[src/rtl/core/smpq_pkg.sv]
// Shared types and codes for the sorted min-first priority queue.
`timescale 1ns / 1ps
`default_nettype none

package smpq_pkg;

  localparam int VALUE_W = 32;
  localparam int PRIO_W  = 16;
  localparam int TOTAL_W = 5;

  // Operation codes carried by a request
  typedef enum logic [1:0] {
    MODE_PUSH   = 2'd0,
    MODE_POP    = 2'd1,
    MODE_PEEK   = 2'd2,
    MODE_UNUSED = 2'd3
  } mode_t;

  // Status codes carried by a response
  typedef enum logic [1:0] {
    STATUS_OK       = 2'd0,
    STATUS_EMPTY    = 2'd1,
    STATUS_FULL     = 2'd2,
    STATUS_RESERVED = 2'd3
  } status_t;

  // One stored entry
  typedef struct packed {
    logic signed [VALUE_W-1:0] value;
    logic signed [PRIO_W-1:0]  prio;
  } entry_t;

  // Command broadcast to every cell of the chain
  typedef struct packed {
    logic   push;
    logic   pop;
    entry_t item;
  } cell_cmd_t;

endpackage
`default_nettype wire

[src/rtl/core/smpq_req_if.sv]
// Request channel: valid/ready handshake with push, pop or peek payload.
`timescale 1ns / 1ps
`default_nettype none

interface smpq_req_if;
  logic        valid;
  logic        ready;
  logic [1:0]  mode;
  logic signed [smpq_pkg::VALUE_W-1:0] item_value;
  logic signed [smpq_pkg::PRIO_W-1:0]  item_priority;

  modport source (output valid, output mode, output item_value, output item_priority,
                  input ready);
  modport sink   (input valid, input mode, input item_value, input item_priority,
                  output ready);
endinterface
`default_nettype wire

[src/rtl/core/smpq_rsp_if.sv]
// Response channel: valid/ready handshake with value, status and occupancy.
`timescale 1ns / 1ps
`default_nettype none

interface smpq_rsp_if;
  logic        valid;
  logic        ready;
  logic signed [smpq_pkg::VALUE_W-1:0] out_value;
  logic [1:0]  status;
  logic [smpq_pkg::TOTAL_W-1:0] entry_total;
  logic        is_empty;

  modport source (output valid, output out_value, output status, output entry_total,
                  output is_empty, input ready);
  modport sink   (input valid, input out_value, input status, input entry_total,
                  input is_empty, output ready);
endinterface
`default_nettype wire

[src/rtl/core/smpq_cell.sv]
// One storage cell of the sorted chain: holds, takes the new item, or shifts.
`timescale 1ns / 1ps
`default_nettype none

module smpq_cell #(
  parameter int INDEX = 0,
  parameter int CW    = 5
) (
  input  wire                    clk,
  input  smpq_pkg::cell_cmd_t    cmd,
  input  wire  [CW-1:0]          count,
  input  wire                    left_ins,
  input  smpq_pkg::entry_t       left,
  input  smpq_pkg::entry_t       right,
  output smpq_pkg::entry_t       entry,
  output logic                   ins
);

  logic occupied;

  // Flag this cell as at or past the insertion point
  assign occupied = count > CW'(INDEX);
  assign ins      = !occupied || (entry.prio >= cmd.item.prio);

  // Take the left neighbor past the insertion point, the new item at it, or
  // the right neighbor on a pop
  always_ff @(posedge clk) begin
    if (cmd.push) begin
      if (left_ins) begin
        entry <= left;
      end else if (ins) begin
        entry <= cmd.item;
      end
    end else if (cmd.pop) begin
      entry <= right;
    end
  end

endmodule
`default_nettype wire

[src/rtl/core/sorted_min_priority_queue.sv]
// Top level of the sorted min-first priority queue built as a chain of cells.
//
//   channel | dir | payload                                    | accepted when
//   req     | in  | mode, item_value, item_priority            | valid && ready
//   rsp     | out | out_value, status, entry_total, is_empty   | valid && ready
//
// For each request every cell compares its priority with the new item in
// parallel and shifts in one step, and the response is registered.
// A new request is taken whenever the response register is empty or drains.
// Synchronous active-high reset empties the queue and the response register.
// Cell contents are never reset; only cells below the count are read.
`timescale 1ns / 1ps
`default_nettype none

module sorted_min_priority_queue #(
  parameter int CAPACITY = 16
) (
  input wire          clk,
  input wire          rst,
  smpq_req_if.sink    req,
  smpq_rsp_if.source  rsp
);

  localparam int CW = $clog2(CAPACITY + 1);
  localparam int TW = smpq_pkg::TOTAL_W;

  logic [CW-1:0]       count;
  logic [CW-1:0]       count_next;
  logic                fire;
  logic                full;
  logic                empty;
  smpq_pkg::mode_t     mode;
  smpq_pkg::cell_cmd_t cmd;
  smpq_pkg::entry_t    cell_entry [CAPACITY];
  logic                cell_ins   [CAPACITY];
  smpq_pkg::status_t   status_next;
  logic signed [smpq_pkg::VALUE_W-1:0] value_next;
  logic [TW+CW-1:0]    total_wide;

  assign mode  = smpq_pkg::mode_t'(req.mode);
  assign fire  = req.valid && req.ready;
  assign full  = count == CW'(CAPACITY);
  assign empty = count == '0;

  // Accept while the response register is free or being drained
  assign req.ready = !rsp.valid || rsp.ready;

  // Decode the request into the cell command and the response
  always_comb begin
    cmd.push       = 1'b0;
    cmd.pop        = 1'b0;
    cmd.item.value = req.item_value;
    cmd.item.prio  = req.item_priority;
    count_next     = count;
    status_next    = smpq_pkg::STATUS_OK;
    value_next     = '0;
    unique case (mode)
      smpq_pkg::MODE_PUSH: begin
        if (full) begin
          status_next = smpq_pkg::STATUS_FULL;
        end else begin
          cmd.push   = fire;
          count_next = count + 1'b1;
        end
      end
      smpq_pkg::MODE_POP, smpq_pkg::MODE_PEEK: begin
        if (empty) begin
          status_next = smpq_pkg::STATUS_EMPTY;
        end else begin
          value_next = cell_entry[0].value;
          if (mode == smpq_pkg::MODE_POP) begin
            cmd.pop    = fire;
            count_next = count - 1'b1;
          end
        end
      end
      default: begin
      end
    endcase
  end

  // Build the chain of cells
  for (genvar i = 0; i < CAPACITY; i++) begin : g_cell
    logic             left_ins;
    smpq_pkg::entry_t left;
    smpq_pkg::entry_t right;

    if (i == 0) begin : g_first
      assign left_ins = 1'b0;
      assign left     = cmd.item;
    end else begin : g_mid
      assign left_ins = cell_ins[i-1];
      assign left     = cell_entry[i-1];
    end

    if (i == CAPACITY - 1) begin : g_last
      assign right = '0;
    end else begin : g_inner
      assign right = cell_entry[i+1];
    end

    smpq_cell #(
      .INDEX (i),
      .CW    (CW)
    ) u_cell (
      .clk      (clk),
      .cmd      (cmd),
      .count    (count),
      .left_ins (left_ins),
      .left     (left),
      .right    (right),
      .entry    (cell_entry[i]),
      .ins      (cell_ins[i])
    );
  end

  // Advance the entry count
  always_ff @(posedge clk) begin
    if (rst) begin
      count <= '0;
    end else if (fire) begin
      count <= count_next;
    end
  end

  assign total_wide = {{TW{1'b0}}, count_next};

  // Hold the response until it is taken
  always_ff @(posedge clk) begin
    if (rst) begin
      rsp.valid <= 1'b0;
    end else if (fire) begin
      rsp.valid <= 1'b1;
    end else if (rsp.ready) begin
      rsp.valid <= 1'b0;
    end
  end

  always_ff @(posedge clk) begin
    if (fire) begin
      rsp.out_value   <= value_next;
      rsp.status      <= status_next;
      rsp.entry_total <= total_wide[TW-1:0];
      rsp.is_empty    <= count_next == '0;
    end
  end

`ifndef NO_ASSERTIONS
  a_count_bound : assert property (@(posedge clk) disable iff (rst)
    count <= CW'(CAPACITY))
    else $error("entry count above capacity");

  a_pop_shrinks : assert property (@(posedge clk) disable iff (rst)
    fire && mode == smpq_pkg::MODE_POP && !empty |=> count == $past(count) - 1'b1)
    else $error("pop did not remove one entry");

  a_full_drop : assert property (@(posedge clk) disable iff (rst)
    fire && mode == smpq_pkg::MODE_PUSH && full |=>
      rsp.status == smpq_pkg::STATUS_FULL && rsp.out_value == '0 && $stable(count))
    else $error("push to full queue not dropped");

  a_empty_total : assert property (@(posedge clk) disable iff (rst)
    rsp.valid && rsp.is_empty |-> rsp.entry_total == '0)
    else $error("empty flag with nonzero total");
`endif

endmodule
`default_nettype wire
[src/flat_wrapper.sv]
// flat-port wrapper written by rule: the top's interface ports become plain ports
module sorted_min_priority_queue_flat 
#(
  parameter int CAPACITY = 16
)
  (clk, rst, req_valid, req_mode, req_item_value, req_item_priority, req_ready, rsp_valid, rsp_out_value, rsp_status, rsp_entry_total, rsp_is_empty, rsp_ready);
  smpq_req_if req_i ();
  smpq_rsp_if rsp_i ();
  input wire clk;
  input wire rst;
  input wire logic [$bits(req_i.valid)-1:0] req_valid;
  input wire logic [$bits(req_i.mode)-1:0] req_mode;
  input wire logic [$bits(req_i.item_value)-1:0] req_item_value;
  input wire logic [$bits(req_i.item_priority)-1:0] req_item_priority;
  output wire logic [$bits(req_i.ready)-1:0] req_ready;
  output wire logic [$bits(rsp_i.valid)-1:0] rsp_valid;
  output wire logic [$bits(rsp_i.out_value)-1:0] rsp_out_value;
  output wire logic [$bits(rsp_i.status)-1:0] rsp_status;
  output wire logic [$bits(rsp_i.entry_total)-1:0] rsp_entry_total;
  output wire logic [$bits(rsp_i.is_empty)-1:0] rsp_is_empty;
  input wire logic [$bits(rsp_i.ready)-1:0] rsp_ready;
  assign req_i.valid = req_valid;
  assign req_i.mode = req_mode;
  assign req_i.item_value = req_item_value;
  assign req_i.item_priority = req_item_priority;
  assign req_ready = req_i.ready;
  assign rsp_valid = rsp_i.valid;
  assign rsp_out_value = rsp_i.out_value;
  assign rsp_status = rsp_i.status;
  assign rsp_entry_total = rsp_i.entry_total;
  assign rsp_is_empty = rsp_i.is_empty;
  assign rsp_i.ready = rsp_ready;
  sorted_min_priority_queue #(.CAPACITY(CAPACITY)) u_core (.clk(clk), .rst(rst), .req(req_i), .rsp(rsp_i));
endmodule
[config.mk]
export PLATFORM = sky130hd
export DESIGN_NAME = sorted_min_priority_queue_flat
export DESIGN_NICKNAME = d
export VERILOG_FILES = /design/src/rtl/core/smpq_pkg.sv /design/src/rtl/core/smpq_req_if.sv /design/src/rtl/core/smpq_rsp_if.sv /design/src/rtl/core/smpq_cell.sv /design/src/rtl/core/sorted_min_priority_queue.sv /design/src/flat_wrapper.sv
export SDC_FILE = /design/constraint.sdc
export NUM_CORES = 2
export LEC_CHECK = 0
export BUFFER_PORTS_ARGS = -buffer_cell sky130_fd_sc_hd__buf_4
export CORE_UTILIZATION = 55
export CTS_BUF_LIST = sky130_fd_sc_hd__clkbuf_8 sky130_fd_sc_hd__clkbuf_16
export DETAILED_ROUTE_END_ITERATION = 8
export GPL_TIMING_DRIVEN = 1
export HOLD_SLACK_MARGIN = 0.06
export PLACE_DENSITY = 0.73
export SYNTH_ARGS = -nofsm -noshare
export SYNTH_HDL_FRONTEND = slang
export SYNTH_SLANG_ARGS = --single-unit
[constraint.sdc]
create_clock -name clk -period 7.5 [get_ports clk]
set_input_delay 0.375 -clock clk [delete_from_list [all_inputs] [get_ports clk]]
set_output_delay 0.375 -clock clk [all_outputs]
set_load 0.02 [all_outputs]
==> results.md <==
* Status: finished, final reports clean
* Via count at 35.4k
* Pins Over Slew Limit at 0
* Row count at 105
* WL/cell at 25.6 microns
* Post-synth top flop: edfxtp_1
* Finish-stage setup viols at 0
* Worst hold path type: in2reg
* Min-delay src: req_item_value[26]
* Startpoint types: flop
* Worst-Skew Late Latency at 0.65 ns
* Clock sinks at 814
* Maxcap violations at 0
* Crit path arrival time at 4.98 ns
* Gr busiest metal: met2
* Hold Crit Depth at 3
* Number of enable flip-flop cells after synthesis at 808
* DRC at 0
* Starting Density at 0.557
* GR Util met3 at 0.0485
* Max Clock Freq at 212 MHz
* Final Instance Count excl. Fillers at 5,323
* PwrDens at 223 nW/um^2
* Worst Skew at 0.0215 ns
* CTS Buf Count at 88
* Req. time, crit path at 7.77 ns
* Cell variety after synth at 71
* CP Buf/Inv Count at 3
* Setup Fix Bufs, Post-CTS at 0
* CP peak stage delay at 0.73 ns
* Die Span Y at 290 microns
* Crit Path Class: reg2reg
* Post-Route WL at 136,000 microns
* Global route overflow at 0
* Largest net degree at the start of global routing at 225
* CTS tree: yes
* Overall routing resource usage at 0.318
* RSZ-0062 raised after global routing: false
* Crit path max-delay family: buffers and inverters
* Hold Vio Cnt, Final at 0
* Initial DRC count at 4,344
* GR met2 Demand/Resource at 0.492
* Most frequent cells in the layout: 808 x edfxtp_1, 787 x nand2_1, 447 x nand3_1, 437 x o211ai_1, 289 x mux2i_1
* First-pass GRT wire length at 206,000 microns
* Reg2reg start: u_core.count[1]
* Synth Instances at 4,297
* Worst R2R End: u_core.g_cell[5].u_cell.entry[26]
* Placer Congestion at 0.962
* FF-to-FF path depth at 8
* Slew margin rel. at 0.169
* Vias per cell at 6.65
* Detail Route Antenna Nets at 0
* Yosys reg bits at 814
* Met1 global-route usage at 0.450
* Syn_nets at 4,616
* DRT Pass-1 Iters at 7
* Proportion of layout cells with a drive suffix above 1 at 0.0807
* Min-Delay Endpoint: u_core.g_cell[15].u_cell.entry[42]
* Filler cell count at 6,669
* Antenna violations before repair at 2
* Post-placement cell count at 5,168
* Crit path top cell by count: buf_4
* Period utilization at 0.629
* Crit path cell chain: inv_1 > ha_1 > nor3b_1 > a21boi_0 > nand2_4 > buf_4 > o21ai_4 > buf_4
* Total Nets Final at 4,510
* Core region area at 82,100 sq um
* Max clock buf depth at 3
* Max VDD drop at 0.172 mV
* Setup tns final at 0 ns
* Die Width at 290 microns
* CTS H-Tree Depth at 3
* Clock tree root buffer cell: clkbuf_16
* # IOs at 96
* Number of global-route vias before repair at 33.6k
* Flop2flop setup slack at 2.79 ns
* Post-synth ARST share at 0
* P_leak at 17.9 nW
* Area grow syn2layout at 8.50%
* Least-Margin Pin Slew at 1.24 ns
* IO buf count at 95
* Crit-path slowest cell: o21ai_4
* Max FO, Critical Path at 32
* YS warnings at 0
* Post-DP HPWL at 84,300 microns
* Fin crit period at 4.71 ns
* Clk slew on worst S/H paths at 0.06 ns
* Worst setup EP type: flop
* Most common cell after layout, fill and taps aside: edfxtp_1
* Mapped Area at 45,700 sq um
* Mapped Avg Cell Area at 10.6 sq um
* Die area at 84,300 sq um
* Sequential area share after synthesis at 0.533
## kinds of logic (layout without fill, tap and decap cells)
kind of cell             Yosys count  in the layout  share of synthesized area
AO/OA/AOI/OAI                    938            938                      0.134
XOR/XNOR                           1              1                   0.000192
adder cells (fa/ha/maj)          265            265                     0.0725
buffers and inverters            400            355                     0.0397
flip-flops                       814            814                      0.533
multiplexers                     298            298                     0.0659
other                              0              1                          0
AND/OR/NAND/NOR                 1581           1581                      0.155
## cell type report
class / count / area (sq um) / area share
Sequential cell: 814 / 24400 / 0.492
Multi-Input combinational cell: 3083 / 19800 / 0.398
Clock buffer: 94 / 2310 / 0.0465
Tap cell: 1070 / 1340 / 0.0270
Timing Repair Buffer: 157 / 1260 / 0.0254
Clock inverter: 57 / 365 / 0.00737
Inverter: 47 / 176 / 0.00356
Antenna cell: 1 / 2.50 / 0.0000505
## through the flow
step	setup WS, ns	power (mW)	hold slack [ns]	area, sq um	util
3_5_place_dp	2.29	6.95	0.516	46900	0.571
5_1_grt	2.68	11.4	0.142	49600	0.604
4_1_cts	2.69	11.1	0.107	49600	0.604
2_1_floorplan	0.807	6.46	0.444	45700	-
6_report	2.79	11.0	0.133	49600	0.604
3_3_place_gp	2.31	6.91	0.500	46900	0.571
## synth_stat cells, types with 6 or more instances
cell type,n,area share
mux2i_1,292,0.064
nand2b_1,6,0.00082
o21ai_0,194,0.021
o221ai_1,10,0.0019
dfxtp_1,6,0.0026
edfxtp_1,808,0.53
a2111oi_0,6,0.0011
nand2_2,31,0.0042
buf_2,66,0.0072
nand2_1,799,0.066
and2_1,33,0.0045
nand4_1,48,0.0066
o21ai_1,41,0.0045
nor3_1,20,0.0022
buf_4,28,0.0046
ha_1,265,0.073
nor2b_1,16,0.0022
a21oi_1,162,0.018
nand3_1,447,0.049
inv_1,46,0.0038
a211oi_1,12,0.0020
nor4_1,16,0.0022
a21o_1,29,0.0048
nor2_1,128,0.011
buf_1,16,0.0013
o211ai_1,437,0.072
o31ai_1,7,0.0011
clkbuf_1,231,0.019
buf_6,7,0.0017
## state kept, by name, summed over array words and instances, names as in the netlist
register and cells:
u_core.rsp.is_empty 1, u_core.rsp.status 2, u_core.rsp.entry_total 5, u_core.g_cell.u_cell.entry 768, u_core.rsp.out_value 32, u_core.rsp.valid 1, u_core.count 5
## routing by layer
metal / part of all wire / wire length (microns) / vias to the layer above
li1: - / - / 16000
met1: 0.42 / 56700 / 17300
met4: 0.040 / 5400 / 2
met2: 0.45 / 61700 / 1857
met5: 0.00012 / 17 / -
met3: 0.090 / 12200 / 296
## timing repair
item / in CTS / in global routing
hold buffers: 3 / 0
gates resized for setup: 0 / 0
hold endpoints to repair: 6 / 0
## worst min-delay path, cell delays in order
cell	delay [ns]
buf_4	0.14
mux2i_1	0.08
nor2_1	0.08
## report_power, final
part | leakage (nW) | switching [mW] | internal, mW | total (mW)
logic | 8.96 | 1.00 | 0.461 | 1.46
registers | 7.51 | 0.137 | 5.28 | 5.42
clock network | 1.41 | 1.86 | 2.31 | 4.16
total | 17.9 | 3.00 | 8.05 | 11.0
## worst max-delay path by stage
stage / start / endpoint / slack, ns / depth (start not counted)
final: u_core.count[1] / u_core.g_cell[5].u_cell.entry[26] / 2.79 / 8
after detailed placement: req_item_priority[15] / u_core.g_cell[15].u_cell.entry[32] / 2.29 / 12
after global placement: req_item_priority[15] / u_core.g_cell[15].u_cell.entry[26] / 2.31 / 12
after global routing: u_core.g_cell[14].u_cell.entry[14] / u_core.g_cell[15].u_cell.entry[25] / 2.68 / 9
after floorplan: req_item_priority[15] / u_core.g_cell[15].u_cell.entry[0] / 0.81 / 12
after CTS: u_core.g_cell[15].u_cell.entry[13] / u_core.g_cell[15].u_cell.entry[31] / 2.69 / 9
Power figures use the tool's default switching activity.
